## src/design/pidl_pkg.sv

```systemverilog
// ----------------------------------------------------------------------------
// pidl_pkg
// Shared types and constants for the positional insert/delete list.
// ----------------------------------------------------------------------------
package pidl_pkg;

    localparam int DEPTH  = 64;
    localparam int ADDR_W = $clog2(DEPTH);
    localparam int CNT_W  = ADDR_W + 1;
    localparam int DATA_W = 32;

    // fixed field widths
    localparam int OP_W   = 2;
    localparam int POS_W  = 7;
    localparam int ST_W   = 2;
    localparam int IDX_W  = 6;
    localparam int FILL_W = 7;

    localparam logic [OP_W-1:0] OP_READ_ALL = 2'd0;
    localparam logic [OP_W-1:0] OP_INSERT   = 2'd1;
    localparam logic [OP_W-1:0] OP_DELETE   = 2'd2;

    localparam logic [ST_W-1:0] ST_OK    = 2'd0;
    localparam logic [ST_W-1:0] ST_RANGE = 2'd1;
    localparam logic [ST_W-1:0] ST_FULL  = 2'd2;
    localparam logic [ST_W-1:0] ST_EMPTY = 2'd3;

    typedef struct packed {
        logic [OP_W-1:0]          operation;
        logic [POS_W-1:0]         position;
        logic signed [DATA_W-1:0] value;
    } t_cmd;

    typedef struct packed {
        logic [ST_W-1:0]          status;
        logic signed [DATA_W-1:0] entry_value;
        logic [IDX_W-1:0]         entry_index;
        logic                     last;
        logic [FILL_W-1:0]        fill_count;
    } t_res;

endpackage

```

## src/design/positional_insert_delete_list.sv

```systemverilog
// ----------------------------------------------------------------------------
// A word that moves no entries gives its registered result in the cycle after start.
// Insert/delete that shifts entries moves them in S_SHIFT; insert ends in S_FILL.
// Read all: entries stream out in order through S_READ, one entry per cycle.
// Rate is set by the single read and write port of the entry RAM, one move/cycle.
// Synchronous active-low reset empties the list; RAM contents are not cleared.
// ----------------------------------------------------------------------------
// ----------------------------------------------------------------------------
// positional_insert_delete_list
// Ordered list of signed words in a RAM with a fill count; insert and delete
// at a position by shifting entries one per cycle, and stream out on request.
// ----------------------------------------------------------------------------
module positional_insert_delete_list (
    input  logic          i_clk,
    input  logic          i_rst_n,
    input  logic          start,
    output logic          busy,
    input  pidl_pkg::t_cmd i_cmd,
    output logic          o_res_valid,
    output pidl_pkg::t_res o_res
);
    import pidl_pkg::*;

    typedef enum logic [3:0] {
        S_IDLE  = 4'b0001,
        S_READ  = 4'b0010,
        S_SHIFT = 4'b0100,
        S_FILL  = 4'b1000
    } t_state;

    t_state             r_state, n_state;
    logic [CNT_W-1:0]   r_count, n_count;
    logic [ADDR_W-1:0]  r_ptr, n_ptr;
    logic [OP_W-1:0]    r_op, n_op;
    logic [POS_W-1:0]   r_pos, n_pos;
    logic [DATA_W-1:0]  r_val, n_val;
    logic               r_res_valid, n_res_valid;
    t_res               r_res, n_res;

    logic               wr_en;
    logic [ADDR_W-1:0]  wr_addr;
    logic [DATA_W-1:0]  wr_data;
    logic [ADDR_W-1:0]  rd_addr;
    logic [DATA_W-1:0]  rd_data;
    logic               ptr_last;

    pidl_ram #(
        .DATA_W(DATA_W),
        .ADDR_W(ADDR_W)
    ) u_ram (
        .i_clk    (i_clk),
        .i_wr_en  (wr_en),
        .i_wr_addr(wr_addr),
        .i_wr_data(wr_data),
        .i_rd_addr(rd_addr),
        .o_rd_data(rd_data)
    );

    assign busy     = (r_state != S_IDLE);
    assign ptr_last = ((CNT_W'({1'b0, r_ptr}) + CNT_W'(1)) == r_count);

    always_comb begin
        n_state     = r_state;
        n_count     = r_count;
        n_ptr       = r_ptr;
        n_op        = r_op;
        n_pos       = r_pos;
        n_val       = r_val;
        n_res_valid = 1'b0;
        n_res       = '0;
        wr_en       = 1'b0;
        wr_addr     = r_ptr;
        wr_data     = rd_data;
        rd_addr     = '0;
        unique case (r_state)
            S_IDLE: begin
                if (start) begin
                    n_op  = i_cmd.operation;
                    n_pos = i_cmd.position;
                    n_val = i_cmd.value;
                    if (i_cmd.operation == OP_READ_ALL) begin
                        if (r_count == '0) begin
                            n_res_valid = 1'b1;
                            n_res.status = ST_EMPTY;
                            n_res.last   = 1'b1;
                        end else begin
                            n_ptr   = '0;
                            rd_addr = '0;
                            n_state = S_READ;
                        end
                    end else if (i_cmd.operation == OP_INSERT) begin
                        if (i_cmd.position > r_count) begin
                            n_res_valid      = 1'b1;
                            n_res.status     = ST_RANGE;
                            n_res.last       = 1'b1;
                            n_res.fill_count = FILL_W'(r_count);
                        end else if (r_count == CNT_W'(DEPTH)) begin
                            n_res_valid      = 1'b1;
                            n_res.status     = ST_FULL;
                            n_res.last       = 1'b1;
                            n_res.fill_count = FILL_W'(r_count);
                        end else if (i_cmd.position == r_count) begin
                            // append: nothing to move
                            wr_en            = 1'b1;
                            wr_addr          = i_cmd.position[ADDR_W-1:0];
                            wr_data          = i_cmd.value;
                            n_count          = r_count + CNT_W'(1);
                            n_res_valid      = 1'b1;
                            n_res.status     = ST_OK;
                            n_res.last       = 1'b1;
                            n_res.fill_count = FILL_W'(n_count);
                        end else begin
                            // move entries up, starting from the top one
                            n_ptr   = ADDR_W'(r_count - CNT_W'(1));
                            rd_addr = n_ptr;
                            n_state = S_SHIFT;
                        end
                    end else if (i_cmd.operation == OP_DELETE) begin
                        if (i_cmd.position >= r_count) begin
                            n_res_valid      = 1'b1;
                            n_res.status     = ST_RANGE;
                            n_res.last       = 1'b1;
                            n_res.fill_count = FILL_W'(r_count);
                        end else if ((i_cmd.position + POS_W'(1)) == r_count) begin
                            // drop the top entry: nothing to move
                            n_count          = r_count - CNT_W'(1);
                            n_res_valid      = 1'b1;
                            n_res.status     = ST_OK;
                            n_res.last       = 1'b1;
                            n_res.fill_count = FILL_W'(n_count);
                        end else begin
                            n_ptr   = i_cmd.position[ADDR_W-1:0] + ADDR_W'(1);
                            rd_addr = n_ptr;
                            n_state = S_SHIFT;
                        end
                    end
                end
            end
            S_READ: begin
                n_res_valid       = 1'b1;
                n_res.status      = ST_OK;
                n_res.entry_value = rd_data;
                n_res.entry_index = IDX_W'(r_ptr);
                n_res.last        = ptr_last;
                n_res.fill_count  = FILL_W'(r_count);
                if (ptr_last) begin
                    n_state = S_IDLE;
                end else begin
                    n_ptr   = r_ptr + ADDR_W'(1);
                    rd_addr = n_ptr;
                end
            end
            S_SHIFT: begin
                wr_en   = 1'b1;
                wr_data = rd_data;
                if (r_op == OP_INSERT) begin
                    wr_addr = r_ptr + ADDR_W'(1);
                    if (r_ptr == r_pos[ADDR_W-1:0]) begin
                        n_state = S_FILL;
                    end else begin
                        n_ptr   = r_ptr - ADDR_W'(1);
                        rd_addr = n_ptr;
                    end
                end else begin
                    wr_addr = r_ptr - ADDR_W'(1);
                    if (ptr_last) begin
                        n_count          = r_count - CNT_W'(1);
                        n_res_valid      = 1'b1;
                        n_res.status     = ST_OK;
                        n_res.last       = 1'b1;
                        n_res.fill_count = FILL_W'(n_count);
                        n_state          = S_IDLE;
                    end else begin
                        n_ptr   = r_ptr + ADDR_W'(1);
                        rd_addr = n_ptr;
                    end
                end
            end
            S_FILL: begin
                // hole is open: place the new word
                wr_en            = 1'b1;
                wr_addr          = r_pos[ADDR_W-1:0];
                wr_data          = r_val;
                n_count          = r_count + CNT_W'(1);
                n_res_valid      = 1'b1;
                n_res.status     = ST_OK;
                n_res.last       = 1'b1;
                n_res.fill_count = FILL_W'(n_count);
                n_state          = S_IDLE;
            end
            default: begin
                n_state = S_IDLE;
            end
        endcase
    end

    always_ff @(posedge i_clk) begin
        if (!i_rst_n) begin
            r_state     <= S_IDLE;
            r_count     <= '0;
            r_res_valid <= 1'b0;
        end else begin
            r_state     <= n_state;
            r_count     <= n_count;
            r_res_valid <= n_res_valid;
        end
    end

    always_ff @(posedge i_clk) begin
        r_ptr <= n_ptr;
        r_op  <= n_op;
        r_pos <= n_pos;
        r_val <= n_val;
        r_res <= n_res;
    end

    assign o_res_valid = r_res_valid;
    assign o_res       = r_res;

    a_count_bound: assert property (@(posedge i_clk) disable iff (!i_rst_n)
        r_count <= CNT_W'(DEPTH))
        else $error("fill count above depth");

    // the read issued on the final move is dropped, so only check ongoing moves
    a_shift_no_overlap: assert property (@(posedge i_clk) disable iff (!i_rst_n)
        ((r_state == S_SHIFT) && (n_state == S_SHIFT)) |-> (wr_addr != rd_addr))
        else $error("shift reads the entry it writes");

    a_error_is_last: assert property (@(posedge i_clk) disable iff (!i_rst_n)
        (o_res_valid && (o_res.status != ST_OK)) |-> o_res.last)
        else $error("error result not marked last");

    a_stream_busy: assert property (@(posedge i_clk) disable iff (!i_rst_n)
        (o_res_valid && !o_res.last) |-> busy)
        else $error("non-final word while idle");

    a_count_step: assert property (@(posedge i_clk) disable iff (!i_rst_n)
        $past(i_rst_n) |-> ((r_count == $past(r_count))
            || (r_count == ($past(r_count) + CNT_W'(1)))
            || (r_count == ($past(r_count) - CNT_W'(1)))))
        else $error("fill count moved by more than one");

endmodule

```

## src/design/pidl_ram.sv

```systemverilog
// ----------------------------------------------------------------------------
// pidl_ram
// Simple dual-port RAM: one write port, one read port, registered read data.
// ----------------------------------------------------------------------------
module pidl_ram #(
    parameter int DATA_W = 32,
    parameter int ADDR_W = 6
) (
    input  logic              i_clk,
    input  logic              i_wr_en,
    input  logic [ADDR_W-1:0] i_wr_addr,
    input  logic [DATA_W-1:0] i_wr_data,
    input  logic [ADDR_W-1:0] i_rd_addr,
    output logic [DATA_W-1:0] o_rd_data
);

    logic [DATA_W-1:0] r_mem [(1 << ADDR_W)];
    logic [DATA_W-1:0] r_rd_data;

    always_ff @(posedge i_clk) begin
        if (i_wr_en) begin
            r_mem[i_wr_addr] <= i_wr_data;
        end
    end

    always_ff @(posedge i_clk) begin
        r_rd_data <= r_mem[i_rd_addr];
    end

    assign o_rd_data = r_rd_data;

endmodule
```

## config.mk

```make
export PLATFORM = sky130hd
export DESIGN_NAME = positional_insert_delete_list
export DESIGN_NICKNAME = d
export VERILOG_FILES = /design/src/design/pidl_pkg.sv /design/src/design/positional_insert_delete_list.sv /design/src/design/pidl_ram.sv
export SDC_FILE = /design/constraint.sdc
export NUM_CORES = 2
export LEC_CHECK = 0
export ABC_AREA = 1
export BUFFER_PORTS_ARGS = -buffer_cell sky130_fd_sc_hd__buf_4
export CAP_MARGIN = 20
export CORE_MARGIN = 1.5
export CORE_UTILIZATION = 50
export DETAILED_ROUTE_END_ITERATION = 8
export PLACE_DENSITY = 0.73
export SLEW_MARGIN = 20
export SYNTH_ARGS = -nofsm -noshare
export SYNTH_HDL_FRONTEND = slang
export SYNTH_SLANG_ARGS = --single-unit
```

## constraint.sdc

```tcl
create_clock -name i_clk -period 4.4 [get_ports i_clk]
set_input_delay 0.66 -clock i_clk [delete_from_list [all_inputs] [get_ports i_clk]]
set_output_delay 0.66 -clock i_clk [all_outputs]
set_load 0.01 [all_outputs]
```

[Yosys cells after proc, flatten, opt, wreduce, memory -nomap -nowiden]
Memories as Yosys holds them, arrays and structs flattened. A register that Yosys moved wholly into a read port is not among the register bits.
Cells that the tools add are included.
Cells by class
  shifts and indexed selects: 0
  magnitude comparators: 2
  multiplexer cells: 109
  add/sub/neg operators: 7
  divide/modulo/power cells: 0
  reduce and logical (&&, ||, !) cells: 10
  multipliers: 0
  equal/unequal tests: 32
  bitwise logic cells: 0
Operators by type and width (number)
  $mux W32: 6
  $mux W6: 32
  $mux W7: 12
  $mux W8: 10
  $pmux W32 S2: 1
  $pmux W6 S3: 3
  $mux W4: 13
  $pmux W8 S4: 1
  $ne A3 B3 Y1 const B: 9
  $ne A4 B4 Y1 const B: 6
  $mux W1: 22
  $eq A7 B7 Y1: 3
  $pmux W7 S3: 1
  $add A7 B1 Y7 const B: 2
  $add A6 B1 Y6 const B: 2
  $pmux W4 S3: 1
  $reduce_and A11 Y1: 1
  $mux W2: 5
  $reduce_and A10 Y1: 1
  $reduce_and A9 Y1: 1
  $ne A2 B2 Y1 const B: 4
  $add A6 B1 Y7 const B: 1
  $eq A7 B7 Y1 const B: 1
  $ge A7 B7 Y1: 1
  other kinds (18): 21
Storage, ports and cells
  memory bits (writable): 2048
  ROM bits: 0
  output and inout port bits: 50
  bits in registers: 106
  memories kept: 1
  latch bits: 0
  logic and storage cells: 173
  input port bits: 44
Memories
  u_ram.r_mem: depth 64, width 32, read ports 1, clocked after Yosys merged registers in 1, write ports 1, line pidl_ram.sv:17  | logic [DATA_W-1:0] r_mem [(1 << ADDR_W)];

[Longest topological paths before layout]
  depth after elaboration: 10
  gate-level depth with buffers: 24
  gate-level depth less buffers: 22

[By module]
Synthesis repeated with hierarchy kept, for this count alone.
Second synthesis, totals
  cell total of the unflattened synthesis: 7652
  area, all modules: 89191.8 um2
By module, submodules not included
  pidl_ram: sequential area each 62139.6 um2, cells an instance 6785, times used 1, area each 82785.6 um2
  positional_insert_delete_list: sequential area each 2582.5 um2, cells an instance 867, times used 1, area each 6406.1 um2

[Worst setup path after synthesis]
OpenSTA, ideal clock, no wires.
  path kind: input port to flip-flop
  start point: in i_cmd[38] in the netlist's numbering
  end point: mem u_ram.r_mem[10][0] (enable)
  stages on the path: 13
  setup time: 421 ps
  setup slack: -102 ps
  data required time: 3979 ps
  arrival time: 4081 ps
  buffers on the path: 0
  path through: ha_1 > nand2_1 > nor4_2 > inv_1 > nor2_1 > nand4_1 > nor2_1 > nor2_1 > a221oi_1 > inv_1 > nor2_1 > nand2_1 > nor2_1
Between the ends
  cells in the longest elaborated chain, start to end: 10
  elaborated cells on any way between the ends: 18
  classes of those cells: order compare (1); eq/ne (1); mux (16)
Ends and longest elaborated chain
  start: declaration: line positional_insert_delete_list.sv:18  | input pidl_pkg::t_cmd i_cmd,
  parallel branches: the longest is 10 deep, another holds $gt A7 B7 Y1
  end: declaration: line pidl_ram.sv:17
Several ways; the timed one is not identified.

[Final worst setup path]
  start point: reg r_ptr[1]
  end point: reg u_ram.r_rd_data[8] (netlist: u_ram.o_rd_data[8]), read port of u_ram.r_mem
Between the ends
  cells in the longest elaborated chain, start to end: 5
  elaborated cells on any way between the ends: 9
  classes of those cells: add/sub (3); eq/ne (2); mux (4)
Ends and longest elaborated chain
  start: declaration: line positional_insert_delete_list.sv:33  | logic [ADDR_W-1:0] r_ptr, n_ptr;
  start signal: assignment: line positional_insert_delete_list.sv:210  | r_ptr <= n_ptr;
  $add A6 B1 Y7: line positional_insert_delete_list.sv:60  | assign ptr_last = ((CNT_W'({1'b0, r_ptr}) + CNT_W'(1)) == r_count);
  $eq A7 B7 Y1: line positional_insert_delete_list.sv:60
  $mux W6: line positional_insert_delete_list.sv:146, positional_insert_delete_list.sv:166
  $mux W6: line positional_insert_delete_list.sv:156  | if (r_op == OP_INSERT) begin
  $pmux W6 S3 (*): line positional_insert_delete_list.sv:75  | unique case (r_state)
  end: declaration: line pidl_ram.sv:18  | logic [DATA_W-1:0] r_rd_data;
Mark *: on every way between the ends. The rest lies on a longest branch, timed or not.
A chain may end at the register's enable or synchronous reset.

==> qor.yml <==
clocking:
  cts_tree: "done"
  clock_path_buffers: 3
  cts_htree_levels: 4
  insertion_delay_ns: 0.89
  numCtsBuffers: 214
  cts_root_buf: "clkbuf_16"
  clock_sinks: 2186
  clk_pin_slew_ns: 0.06
timing:
  clock.fmax_mhz: 232.3
  skew_ns: 0.06865
  min_period_over_period: 0.9785
  relSlewSlack: 0.3562
  worst_slew_pin_slew_ns: 0.9635
  whs_ns: 0.06701
  setup_slack_ns: 0.09479
  fin_crit_ns: 4.305
  finalMaxSlewViolations: 0
  finalSetupViolCount: 0
  finalHoldViolCount: 0
  rsz0062_at_grt: "no"
die:
  core_area_um2: 190000
  dieWidth_um: 439.9
  start_util: 0.5024
  num_rows: 160
  fp.dieH_um: 439.9
  die_area_um2: 193500
  pin_count: 94
pwr:
  p_leak_nw: 43.00
  seq_power_share: 0.438
  clockPowerShare: 0.280
  power_switching_mw: 21.87
  netSwitchingFraction: 0.3409
  ir_drop_v: 0.0008642
  internal-power_mw: 42.29
  cellPowerDensity_nw_per_um2: 575.0
  pwr-share-comb: 0.281
setup_path:
  path_class: "flip-flop to flip-flop"
  cp_slowest_stage_delay_ns: 0.46
  ff2ff_path_depth: 21
  critPathSlowestCell: "edfxtp_1"
  cp-end-kind: "flip-flop"
  cp_cell_sequence: "inv_4 > ha_2 > xnor2_1 > nand2_1 > nor2_1 > nand2_1 > nor2_1 > nand3_2 > ha_1 > a2bb2oi_4 > buf_12 > buf_12 > buf_16 > buf_6 > nand3b_1 > nand3_1 > nand3_1 > nand3_1 > nand3_1 > nand3_1 > nand2_1"
  cp_max_fo: 35
  crit_top_cell: "nand3_1"
  worstPathArrival_ns: 5.05
  cp.required_ns: 5.15
  start_kind: "flip-flop"
synth:
  synthMuxAreaShare: 0
  synthTopCellsByArea: "edfxtp_1, nand3_1, nand2_1"
  synth_top_cell_by_area: "edfxtp_1"
  ys_ff_latch: 2186
  yosys_warnings: 0
  synthCells: 8818
  synth_cell_types: 52
  synth_fa_ha_area_frac: 0.002228
  synth_xor_area_frac: 0.001285
  synth_compound_area_frac: 0.01083
  ys.flop_type: "edfxtp_1"
  synth_simple_gate_area_frac: 0.2416
  synth-seq-area-share: 0.6781
  yosys.area.top_type_share: 0.6588
  synth-edff-count: 2094
  synth_area_um2: 95450
  synth_top_family_by_area: "simple AND/OR/NAND/NOR gates"
  synthArstFlopShare: 0
  synth_nets: 8879
  syn_area_per_cell_um2: 10.82
global_routing:
  grt_pass1_wl_um: 432100
  grt_remaining_overflow: 0
  antenna_found_initial: 10
  grt_usage: 0.3000
  grt_pass1_vias: 68033
  grt_max_degree: 93
cells_and_area:
  syn_to_final_growth_pct: 16.90
  num-fill-cells: 14648
  multi_input_area_um2: 25210
  seqCellArea_um2: 64720
  drive_gt1_frac: 0.1148
  final_nets: 9171
routing:
  vias: 70660
  drcViolationCount: 0
  finalWirelength_um: 294800
  via_per_inst: 5.985
  wire_per_inst_um: 24.97
  drtAntennaViolNets: 0
  dr.pass1.iters: 8
  drt_iter0_drc: 11077
place:
  portBuffers: 93
  place_ws_ns: -0.3832
  dp_hpwl_um: 177300
  routabilityCongestion: 0.9337
flow_run:
  maxCapViolCount: 0
hold_path:
  hold_class: "input port to flip-flop"
  hold_depth: 1
outcome:
  run_status: "finished clean"
## cell usage after synthesis (all sizes together), types with 6 or more instances
library cell,count
nand2,2037
o2111ai,8
o211ai,39
nand3b,448
o22ai,14
o21ai,36
ha,17
edfxtp,2094
buf,386
nand3,2224
nand4,14
dfxtp,92
a21oi,28
clkbuf,197
xor2,9
inv,948
nor3,12
nor2,171
a211oi,6
## placed cells by master (no fill, tap or decap), types with 25 or more instances in the layout
cell type      instances
nand3_1             2186
inv_1                929
clkinv_1              48
buf_4                378
o21ai_0               33
clkbuf_16            218
nor2_4                67
a21oi_1               25
nor2_1                99
edfxtp_1            2094
dfxtp_1               92
nand2_1             2033
nand3_2               33
dlygate4sd3_1         37
buf_12               238
nand3b_1             448
clkbuf_1              58
o211ai_1              39
clkinv_2              26
## final timing paths
check                       from                  to  slack (ns)
max reg2reg             r_ptr[1]  u_ram.o_rd_data[8]        0.09
min                    i_cmd[34]            r_pos[2]        0.07
max                     r_ptr[1]  u_ram.o_rd_data[8]        0.09
min reg2reg  u_ram.o_rd_data[26]           o_res[40]        0.45
## power groups by stage
stage	sequential, mW	combinational [mW]	clock, mW
6_report	28.1	18.1	18.0
5_1_grt	28.1	18.8	18.8
4_1_cts	28.1	17.5	18.1
3_5_place_dp	28.5	17.4	0
3_3_place_gp	28.5	17.1	0
2_1_floorplan	28.9	7.70	0
## cell families (layout without fill, tap and decap cells)
family / count (synthesis) / in the layout
flip-flops: 2186 / 2186
other: 0 / 3
XOR/XNOR: 14 / 14
adder cells (fa/ha/maj): 17 / 17
AO/OA/AOI/OAI: 154 / 154
buffers and inverters: 1534 / 2009
AND/OR/NAND/NOR: 4913 / 4913
## state kept, by name, indices dropped and copies added, names as in the netlist
name             cells
r_state              4
o_res               48
u_ram.r_mem       2048
r_ptr                6
r_val               32
r_count              7
r_pos                6
r_op                 2
o_res_valid          1
u_ram.o_rd_data     32
## cell type report
| cell class | count | share of cell area |
|---|---|---|
| Multi-Input combinational cell | 5098 | 0.2259 |
| Antenna cell | 3 | 0.00006728 |
| Clock buffer | 284 | 0.05173 |
| Timing Repair Buffer | 659 | 0.07247 |
| Clock inverter | 115 | 0.009498 |
| Inverter | 951 | 0.03213 |
| Tap cell | 2511 | 0.02816 |
| Sequential cell | 2186 | 0.5800 |
## worst max-delay path: cells and delay by family, from the launching register on
kind	cells	cell delay, ns
simple gates	12	1.65
flops	1	0.46
fa+ha+maj	2	0.58
xor+xnor	1	0.17
buf+inv	5	1.08
compound gates	1	0.16
## through the flow
| step | std cells | TNS [ns] | cell area (um2) | utilization | total power, mW |
|---|---|---|---|---|---|
| after floorplan | 8818 | -114.16 | 95450 | - | 36.63 |
| after global placement | 11364 | -1.886 | 104100 | 0.5479 | 45.67 |
| after detailed placement | 11364 | -2.125 | 104100 | 0.5479 | 45.98 |
| after CTS | 11800 | -0.003855 | 111400 | 0.5863 | 63.73 |
| after global routing | 11805 | 0 | 111600 | 0.5873 | 65.74 |
| final | 11807 | 0 | 111600 | 0.5873 | 64.16 |
## timing repair
action | 4_1_cts | 5_1_grt
setup endpoints to repair | 17 | 30
cloned | 0 | 1
resized for setup | 19 | 26
hold buffers | 37 | 0
endpoints found under the hold margin | 37 | 0
buffers inserted | 0 | 3
pin swaps | 0 | 2
## layer usage
metal  up-vias  routed length [um]  GRT usage
li1      30960                   -          -
met1     34038              106400     0.3915
met2      4828              133900     0.4628
met3       828               34020    0.05560
met4         6               20500     0.1932
met5         -                  32          0
(Power assumes the default switching activity.)
